[src/hw/rtl/bgd_pkg.sv]
// shared types and constants for the button gesture detector
// no dependencies; imported by the top level and its checker
`default_nettype none

package bgd_pkg;

  // raw reads counted per sample word and the strict-majority vote needed
  localparam int READ_COUNT   = 4;
  localparam int RAW_W        = 4;
  localparam int VOTE_W       = 4;
  localparam int VOTE_NEEDED  = READ_COUNT / 2 + 1;

  localparam int TIME_W       = 32;
  localparam int LIMIT_W      = 31;
  localparam int ADDR_W       = 4;
  localparam int DATA_W       = 32;

  localparam logic [LIMIT_W-1:0] DEBOUNCE_RESET  = 31'd20000;
  localparam logic [LIMIT_W-1:0] LONG_RESET      = 31'd500000;
  localparam logic [LIMIT_W-1:0] WINDOW_RESET    = 31'd350000;

  // register indexes (byte address bits [3:2])
  localparam logic [1:0] REG_DEBOUNCE = 2'd0;
  localparam logic [1:0] REG_LONG     = 2'd1;
  localparam logic [1:0] REG_WINDOW   = 2'd2;

  localparam logic [1:0] GESTURE_PRESS  = 2'd0;
  localparam logic [1:0] GESTURE_LONG   = 2'd1;
  localparam logic [1:0] GESTURE_DOUBLE = 2'd2;

  typedef enum logic [2:0] {
    PH_IDLE     = 3'd0,
    PH_DEB_DOWN = 3'd1,
    PH_HELD     = 3'd2,
    PH_DEB_UP   = 3'd3,
    PH_WAIT     = 3'd4
  } phase_t;

  typedef struct packed {
    logic [RAW_W-1:0]  raw_reads;
    logic [TIME_W-1:0] now_time;
  } sample_t;

  typedef struct packed {
    logic       event_valid;
    logic [1:0] gesture;
  } result_t;

endpackage

`default_nettype wire

[src/hw/rtl/button_gesture_detector_top.sv]
// button gesture detector: majority vote, debounce, press / long / double press
// depends on bgd_pkg
// an accepted sample word's result word is registered and valid in the cycle after it is taken
// throughput: one sample word per cycle; the result register parts the two sides,
// so a sample is taken whenever that register is empty or being drained
// reset (rst, synchronous): phase idle, timers and flags cleared, registers at defaults
`default_nettype none

module button_gesture_detector_top
  import bgd_pkg::*;
(
  input  wire logic              clk,
  input  wire logic              rst,
  input  wire logic              sample_valid,
  output logic                   sample_stall,
  input  wire sample_t           sample,
  output logic                   result_valid,
  input  wire logic              result_stall,
  output result_t                result,
  input  wire logic              psel,
  input  wire logic              penable,
  input  wire logic              pwrite,
  input  wire logic [ADDR_W-1:0] paddr,
  input  wire logic [DATA_W-1:0] pwdata,
  output logic [DATA_W-1:0]      prdata,
  output logic                   pready
);

  logic [LIMIT_W-1:0] debounce_time;
  logic [LIMIT_W-1:0] long_press_time;
  logic [LIMIT_W-1:0] double_window_time;

  phase_t             phase, phase_next;
  logic [TIME_W-1:0]  phase_start, phase_start_next;
  logic [TIME_W-1:0]  press_start, press_start_next;
  logic               long_reported, long_reported_next;
  logic               short_seen, short_seen_next;
  result_t            result_next;

  logic               accept;
  logic               down;
  logic [VOTE_W-1:0]  votes;
  logic [TIME_W-1:0]  now;
  logic [TIME_W-1:0]  phase_age;
  logic [TIME_W-1:0]  press_age;
  logic               over_debounce;
  logic               over_window;
  logic               over_long;

  // ---------------- configuration port ----------------
  assign pready = 1'b1;

  always_ff @(posedge clk) begin
    if (rst) begin
      debounce_time      <= DEBOUNCE_RESET;
      long_press_time    <= LONG_RESET;
      double_window_time <= WINDOW_RESET;
    end else if (psel && penable && pwrite && pready) begin
      case (paddr[3:2])
        REG_DEBOUNCE: debounce_time      <= pwdata[LIMIT_W-1:0];
        REG_LONG:     long_press_time    <= pwdata[LIMIT_W-1:0];
        REG_WINDOW:   double_window_time <= pwdata[LIMIT_W-1:0];
        default: ;
      endcase
    end
  end

  always_comb begin
    case (paddr[3:2])
      REG_DEBOUNCE: prdata = {1'b0, debounce_time};
      REG_LONG:     prdata = {1'b0, long_press_time};
      REG_WINDOW:   prdata = {1'b0, double_window_time};
      default:      prdata = '0;
    endcase
  end

  // ---------------- handshake ----------------
  assign sample_stall = result_valid && result_stall;
  assign accept       = sample_valid && !sample_stall;

  // ---------------- vote and elapsed times ----------------
  always_comb begin
    votes = '0;
    for (int i = 0; i < RAW_W; i++) begin
      if (i < READ_COUNT) begin
        votes = votes + VOTE_W'(sample.raw_reads[i]);
      end
    end
  end

  assign down      = (votes >= VOTE_W'(VOTE_NEEDED));
  assign now       = sample.now_time;
  assign phase_age = now - phase_start;
  assign press_age = now - press_start;

  // a wrapped difference with the top bit set counts as negative
  assign over_debounce = !phase_age[TIME_W-1] && (phase_age[LIMIT_W-1:0] > debounce_time);
  assign over_window   = !phase_age[TIME_W-1] &&
                         (phase_age[LIMIT_W-1:0] > double_window_time);
  assign over_long     = !press_age[TIME_W-1] && (press_age[LIMIT_W-1:0] > long_press_time);

  // ---------------- phase machine ----------------
  always_comb begin
    phase_next         = phase;
    phase_start_next   = phase_start;
    press_start_next   = press_start;
    long_reported_next = long_reported;
    short_seen_next    = short_seen;
    result_next        = '0;

    case (phase)
      PH_DEB_DOWN: begin
        if (!down) begin
          phase_next = PH_IDLE;
        end else if (over_debounce) begin
          phase_next         = PH_HELD;
          press_start_next   = phase_start;
          long_reported_next = 1'b0;
        end
      end
      PH_HELD: begin
        if (!down) begin
          phase_next       = PH_DEB_UP;
          phase_start_next = now;
        end else if (!long_reported && over_long) begin
          long_reported_next      = 1'b1;
          short_seen_next         = 1'b0;
          result_next.event_valid = 1'b1;
          result_next.gesture     = GESTURE_LONG;
        end
      end
      PH_DEB_UP: begin
        if (down) begin
          phase_next = PH_HELD;
        end else if (over_debounce) begin
          if (long_reported) begin
            phase_next      = PH_IDLE;
            short_seen_next = 1'b0;
          end else if (short_seen) begin
            phase_next              = PH_IDLE;
            short_seen_next         = 1'b0;
            result_next.event_valid = 1'b1;
            result_next.gesture     = GESTURE_DOUBLE;
          end else begin
            phase_next       = PH_WAIT;
            short_seen_next  = 1'b1;
            phase_start_next = now;
          end
        end
      end
      PH_WAIT: begin
        if (down) begin
          phase_next       = PH_DEB_DOWN;
          phase_start_next = now;
        end else if (over_window) begin
          phase_next              = PH_IDLE;
          short_seen_next         = 1'b0;
          result_next.event_valid = 1'b1;
          result_next.gesture     = GESTURE_PRESS;
        end
      end
      default: begin
        // idle
        if (down) begin
          phase_next       = PH_DEB_DOWN;
          phase_start_next = now;
        end else if (short_seen && over_window) begin
          phase_next              = PH_IDLE;
          short_seen_next         = 1'b0;
          result_next.event_valid = 1'b1;
          result_next.gesture     = GESTURE_PRESS;
        end
      end
    endcase
  end

  always_ff @(posedge clk) begin
    if (rst) begin
      phase         <= PH_IDLE;
      phase_start   <= '0;
      press_start   <= '0;
      long_reported <= 1'b0;
      short_seen    <= 1'b0;
    end else if (accept) begin
      phase         <= phase_next;
      phase_start   <= phase_start_next;
      press_start   <= press_start_next;
      long_reported <= long_reported_next;
      short_seen    <= short_seen_next;
    end
  end

  // ---------------- result register ----------------
  always_ff @(posedge clk) begin
    if (rst) begin
      result_valid <= 1'b0;
    end else if (accept) begin
      result_valid <= 1'b1;
    end else if (!result_stall) begin
      result_valid <= 1'b0;
    end
  end

  always_ff @(posedge clk) begin
    if (accept) begin
      result <= result_next;
    end
  end

endmodule

`default_nettype wire

[config.mk]
export PLATFORM = sky130hd
export DESIGN_NAME = button_gesture_detector_top
export DESIGN_NICKNAME = d
export VERILOG_FILES = /design/src/hw/rtl/bgd_pkg.sv /design/src/hw/rtl/button_gesture_detector_top.sv
export SDC_FILE = /design/constraint.sdc
export NUM_CORES = 1
export LEC_CHECK = 0
export ABC_CLOCK_PERIOD_IN_PS = 13200
export CORE_ASPECT_RATIO = 0.5
export CORE_MARGIN = 4
export CORE_UTILIZATION = 55
export CTS_CLUSTER_SIZE = 16
export DETAILED_ROUTE_END_ITERATION = 12
export DONT_BUFFER_PORTS = 1
export PLACE_DENSITY = 0.7
export REMOVE_ABC_BUFFERS = 1
export SLEW_MARGIN = 10
export SYNTH_ARGS = -nofsm -noshare
export SYNTH_HDL_FRONTEND = slang
export SYNTH_SLANG_ARGS = --single-unit
[constraint.sdc]
create_clock -name clk -period 13.2 [get_ports clk]
set_input_delay 1.32 -clock clk [delete_from_list [all_inputs] [get_ports clk]]
set_output_delay 1.32 -clock clk [all_outputs]
set_load 0.005 [all_outputs]
==> impl_metrics.tcl, run 1 <==
set metrics [dict create \
    cts.clk_slew.worst_paths_ps 70 \
    wl_per_cell_um 18.1 \
    finalSetupViolCount 0 \
    clkPwrFrac_pct 36.2 \
    critPathMaxFanout 5 \
    grt_max_degree 142 \
    cts_resized 0 \
    max_freq_ghz 0.141 \
    viasPerCell 5.97 \
    crit_type "in -> reg" \
    p_int_w 0.000978 \
    io_pins 117 \
    synth-simple-area-share_pct 18.2 \
    combPwrFrac_pct 27.6 \
    die_height_um 115 \
    cts_sinks 166 \
    seq_area_frac_synth_pct 26.5 \
    yosysTopAreaCell "dfxtp_1" \
    grt_pass1_vias 11197 \
    worstSkewPairLatency_ps 450 \
    dieArea_mm2 0.0257 \
    antenna_found_initial 0 \
    dp_hpwl_um 26000 \
    layout_common_cells "253 x nand2_1, 190 x a21oi_1, 183 x inv_1, 163 x dfxtp_1, 157 x ha_1" \
    tritoncts "yes" \
    maxSlewViolCount 0 \
    gp_congestion 0.914 \
    crit_required_ps 13560 \
    synthAdderAreaFrac_pct 16.0 \
    synth.area.top_cells "dfxtp_1 26%, ha_1 16%, a21oi_1 7.5%" \
    leakage_nw 5.30 \
    slew-limit-headroom_pct 15.8 \
    swShare_pct 32.5 \
    grt_pass1_wl_um 56700 \
    async_flop_share_pct 0 \
    cts_max_level 4 \
    critPathArrivalTime_ps 7450 \
    tns_ps 0 \
    ir_worst_vdd_mv 0.0936 \
    dp.cells 1914 \
    grt.total_usage_pct 27.4 \
    clock_skew_ps 8.89 \
    netlist_instances 1680 \
    synth_edf_count 3 \
    core.rowCount 38 \
    synth_top_family_by_area "compound AO/OA/AOI/OAI gates" \
    total_power_w 0.00145 \
    drt_iter0_drc 858 \
    hp-class "reg -> reg" \
    synth_ff_type "dfxtp_1" \
    cts_setup_buffers 0 \
    p_switching_w 0.000471 \
    cp-end-kind "flip-flop" \
    die_w_um 223 \
    synth_warnings 0 \
    fin_crit_ps 7080 \
    fin_crit_sh_pct 53.7 \
    cts_root_buf "clkbuf_16" \
    rsz0062_at_grt "no" \
    hold_violations 0 \
    ys_types 77 \
    synth_mux_area_share_pct 5.07 \
    yosys.area.top_type_share_pct 25.8 \
    numPortBuffers 0 \
    ctsHoldBuffers 0 \
    netlist_area_mm2 0.0127 \
    syn_to_final_growth_pct 5.63 \
    first_pass_iters 7 \
    overflow 0 \
    synth-xor-area-share_pct 3.67 \
    maxCapViolCount 0 \
    diodes 0 \
    instances_no_fill 1946 \
    p_seq_share_pct 36.2 \
    antenna_left 0 \
    worst_setup_path_start_kind "input port" \
    tightestPinTransition_ps 1260 \
    status "complete, no violations" \
    drive_gt1_share_pct 3.95 \
    power_density_mw_per_mm2 108 \
    cts-buffers-inserted 17 \
    design.core.area_mm2 0.0222 \
    vias 11627 \
    synth-compound-area-share_pct 22.3 \
    cts_buffer_depth 2 \
    layout.nets 1872 \
    wirelength_um 35200 \
    initial_utilization_pct 57.1 \
    final_common_cell "nand2_1" \
    ys_seq_elements 166 \
    syn_area_per_cell_um2 7.54 \
    drc 0 \
]
[power groups by stage]
stage	sequential, W	combinational, W	clock, W
after floorplan	0.000533	0.000297	0
after global placement	0.000535	0.000380	0
after detailed placement	0.000536	0.000392	0
after CTS	0.000525	0.000397	0.000532
after global routing	0.000526	0.000453	0.000555
final	0.000525	0.000400	0.000524
[routing by layer]
metal,share of wire [%],global-route usage (%)
met3,7.2,5.28
met5,0,0
met4,2.0,9.11
met1,44,35.1
met2,47,47.1
[critical path, stage by stage]
cell and delay [ps]:
inv_1 30, ha_1 210, fa_1 430, nand2b_1 200, a211oi_2 260, o41ai_1 160
a211o_1 360, a2111o_1 480, a21oi_2 270, nor2_1 90, xnor2_1 330, ha_1 200
nand4_1 170, nor4_1 850, o31ai_1 330, a31oi_1 320, o21ai_0 250, or3_1 400
o21ai_0 360, a31oi_1 160, a311oi_1 240
[synth_stat cells (all sizes together) (3+ instances only)]
library cell / n
nand2: 253
inv: 183
o21bai: 5
xnor2: 36
xor2: 17
dfxtp: 163
fa: 3
nor2b: 14
mux2i: 63
buf: 18
edfxtp: 3
a21o: 36
and2: 9
nand4: 28
ha: 157
o21ai: 125
o31a: 7
a221oi: 5
a311oi: 6
nand2b: 16
a21boi: 3
nor4: 4
a31oi: 10
nand3: 59
or2: 4
a211oi: 14
nor3: 14
nor2: 81
nand3b: 5
a2111o: 3
clkbuf: 56
o21a: 13
nor3b: 3
o31ai: 5
a21oi: 192
o211ai: 26
and3: 5
or3: 8
[sequential cells by signal, summed over array words and instances, names as in the netlist]
register	flops
long_reported	1
result_valid	1
phase	3
press_start	32
debounce_time	31
long_press_time	31
double_window_time	31
result	3
phase_start	32
short_seen	1
[final cells by class]
type / instances / area [um2]
inverter: 183 / 687
clock inverter: 10 / 118
sequential: 166 / 3350
tap: 300 / 375
timing repair buffer: 8 / 60.1
clock buffer: 22 / 494
fill: 2054 / 8780
multi-input combinational: 1257 / 8290
[through the flow]
| step | cell area, um2 | util (%) | worst slack, ps | hold WS, ps |
|---|---|---|---|---|
| detailed placement | 12800 | 57.6 | 5840 | 458 |
| CTS | 13400 | 60.4 | 6280 | 467 |
| floorplan | 12300 | - | 6360 | 443 |
| global placement | 12800 | 57.6 | 5880 | 452 |
| global route | 13400 | 60.4 | 5870 | 484 |
| finish | 13400 | 60.4 | 6120 | 470 |
[cell families after synthesis]
| family | after synthesis |
|---|---|
| buf+inv | 257 |
| simple gates | 511 |
| flops | 166 |
| compound gates | 467 |
| xor+xnor | 53 |
| fa+ha+maj | 160 |
| other cells | 2 |
| mux | 64 |
[worst paths after layout]
| kind | from | to | slack (ps) | cells after the start |
|---|---|---|---|---|
| max | sample[0] | short_seen$_SDFFE_PP0P_ | 6120 | 21 |
| min | double_window_time[1]$_SDFFE_PP0P_ | double_window_time[1]$_SDFFE_PP0P_ | 470 | 2 |
| max reg2reg | phase_start[0]$_SDFFE_PP0P_ | short_seen$_SDFFE_PP0P_ | 6710 | 20 |
| min reg2reg | double_window_time[1]$_SDFFE_PP0P_ | double_window_time[1]$_SDFFE_PP0P_ | 470 | 2 |
No activity file was read; power rests on OpenSTA's default activity.
==> inputs of run 2 (changes only) <==
ABC_AREA = 1   (was default)
ABC_CLOCK_PERIOD_IN_PS = 6600   (was 13200)
clock period = 6.6 ns   (was 13.2 ns; I/O delays follow)
==> impl_metrics.tcl, run 2 <==
set metrics [dict create \
    rsz0062_at_grt "no" \
    tightestPinTransition_ps 991 \
    slowest_delay_ps 630 \
    seq_area_frac_synth_pct 27.6 \
    finalSetupViolCount 0 \
    cp_top_family "compound AO/OA/AOI/OAI gates" \
    crit_required_ps 6920 \
    clock_skew_ps 12.4 \
    hold_violations 0 \
    cts_root_buf "clkbuf_16" \
    cp-end-kind "flip-flop" \
    io_pins 117 \
    final_util_pct 59.5 \
    first_pass_iters 5 \
    cts_buffer_depth 2 \
    gp_congestion 1.00 \
    critPathBufInv 1 \
    ys_types 48 \
    cts_resized 0 \
    design.core.area_mm2 0.0217 \
    fin_crit_ps 5710 \
    total_power_w 0.00390 \
    grt_pass1_wl_um 57600 \
    critPathMaxFanout 62 \
    synth.area.top_cells "dfxtp_1 27%, ha_1 16%, a21oi_1 9.6%" \
    core.rowCount 38 \
    synth_warnings 0 \
    yosysMostFrequentCell "nand2_1" \
    syn_to_final_growth_pct 6.10 \
    die_w_um 218 \
    yosysTopAreaCell "dfxtp_1" \
    maxCapViolCount 0 \
    synth_common_cells "299 x nand2_1, 263 x inv_1, 234 x a21oi_1" \
    synth_ff_type "dfxtp_1" \
    antenna_left 0 \
    max_freq_ghz 0.175 \
    numPortBuffers 0 \
    initial_utilization_pct 56.1 \
    ctsHoldBuffers 0 \
    cp_slowest_cell "nor3_1" \
    tns_ps 0 \
    worst_setup_path_start_kind "flip-flop" \
    cts-buffers-inserted 17 \
    netlist_area_mm2 0.0122 \
    worstSkewPairLatency_ps 460 \
    cts.clk_slew.worst_paths_ps 70 \
    drt_iter0_drc 844 \
    top_regs "phase_start x32, press_start x32" \
    vias 11508 \
    fin_crit_sh_pct 86.5 \
    wl_per_cell_um 18.1 \
    viasPerCell 5.73 \
    cts_setup_buffers 0 \
    diodes 0 \
    netlist_instances 1726 \
    stdcell_area_mm2 0.0129 \
    crit_chain "ha_1 -> fa_1 -> o21ai_1 -> a21boi_0 -> buf_4 -> o21ai_1 -> a21oi_1 -> o21ai_0 -> a21oi_1 -> xnor2_1 -> ha_1 -> nand2_1 -> nor3_1 -> nand2_1 -> nor2_1 -> nand2_1 -> a21oi_4 -> nand2_4 -> a21oi_4 -> nand2_4 -> o21ai_0 -> a21oi_1" \
    antenna_found_initial 0 \
    grt.total_usage_pct 29.7 \
    tritoncts "yes" \
    power_density_mw_per_mm2 302 \
    critPathArrivalTime_ps 6030 \
    layout_common_cells "299 x nand2_1, 262 x inv_1, 234 x a21oi_1, 163 x dfxtp_1, 157 x ha_1" \
    status "complete, no violations" \
    leakage_nw 5.55 \
    die_height_um 113 \
    drive_gt1_share_pct 4.68 \
    cts_sinks 166 \
    dp_hpwl_um 27800 \
    grt_pass1_vias 10981 \
    slew-limit-headroom_pct 33.9 \
    ir_worst_vdd_mv 0.198 \
    yosys.area.top_type_share_pct 26.8 \
    dp.cells 1978 \
    syn_area_per_cell_um2 7.05 \
    final_common_cell "nand2_1" \
    instances_no_fill 2010 \
    maxSlewViolCount 0 \
    synth_edf_count 3 \
    hp-class "in -> reg" \
    async_flop_share_pct 0 \
    wirelength_um 36300 \
    crit_type "reg -> reg" \
    placed_cell_area_mm2 0.0124 \
    ys_seq_elements 166 \
    drc 0 \
    dieArea_mm2 0.0247 \
    grt_max_degree 105 \
    layout.nets 1936 \
    cts_max_level 4 \
    overflow 0 \
]
-- run 2: layout make-up --
class / count / area, um2
sequential: 166 / 3350
fill: 2109 / 8770
clock inverter: 10 / 71.3
timing repair buffer: 11 / 82.6
tap: 300 / 375
multi-input combinational: 1238 / 7550
inverter: 263 / 990
clock buffer: 22 / 485
-- run 2: logic make-up (layout without fill, tap and decap cells) --
group,Yosys count,count (layout),share of synthesized area [%]
adders and majority gates,160,160,16.6
DFF,166,166,27.6
AOI/OAI and AO/OA,515,515,23.8
and+or+nand+nor,501,501,17.1
xor gates and xnor gates,60,60,4.32
other,2,2,0.0617
buffers and inverters,322,306,10.4
-- run 2: per-stage QoR --
| stage | setup slack [ps] | hold WS [ps] |
|---|---|---|
| after floorplan | 1170 | 429 |
| after global placement | 825 | 441 |
| after detailed placement | 659 | 452 |
| after CTS | 1000 | 242 |
| after global routing | 543 | 237 |
| final | 888 | 261 |
-- run 2: per-layer routing --
layer | global-route usage (%) | vias up | wire, um
met5 | 0 | - | 0
met4 | 6.82 | 0 | 428
met3 | 7.32 | 35 | 2830
met2 | 45.5 | 387 | 15400
met1 | 42.3 | 5373 | 17700
li1 | - | 5713 | -
-- run 2: worst paths after layout --
path | slack (ps) | depth (start not counted) | endpoint | startpoint
max | 890 | 22 | phase_start[20]$_SDFFE_PP0P_ | phase_start[0]$_SDFFE_PP0P_
min | 260 | 1 | phase_start[31]$_SDFFE_PP0P_ | rst
min reg2reg | 460 | 2 | press_start[4]$_SDFFE_PP0P_ | press_start[4]$_SDFFE_PP0P_
max reg2reg | 890 | 22 | phase_start[20]$_SDFFE_PP0P_ | phase_start[0]$_SDFFE_PP0P_
-- run 2: power breakdown --
part	switching (W)	internal [W]	leakage (nW)
sequential	0.0000382	0.00108	1.35
clock	0.000450	0.000523	0.264
combinational	0.00116	0.000640	3.93
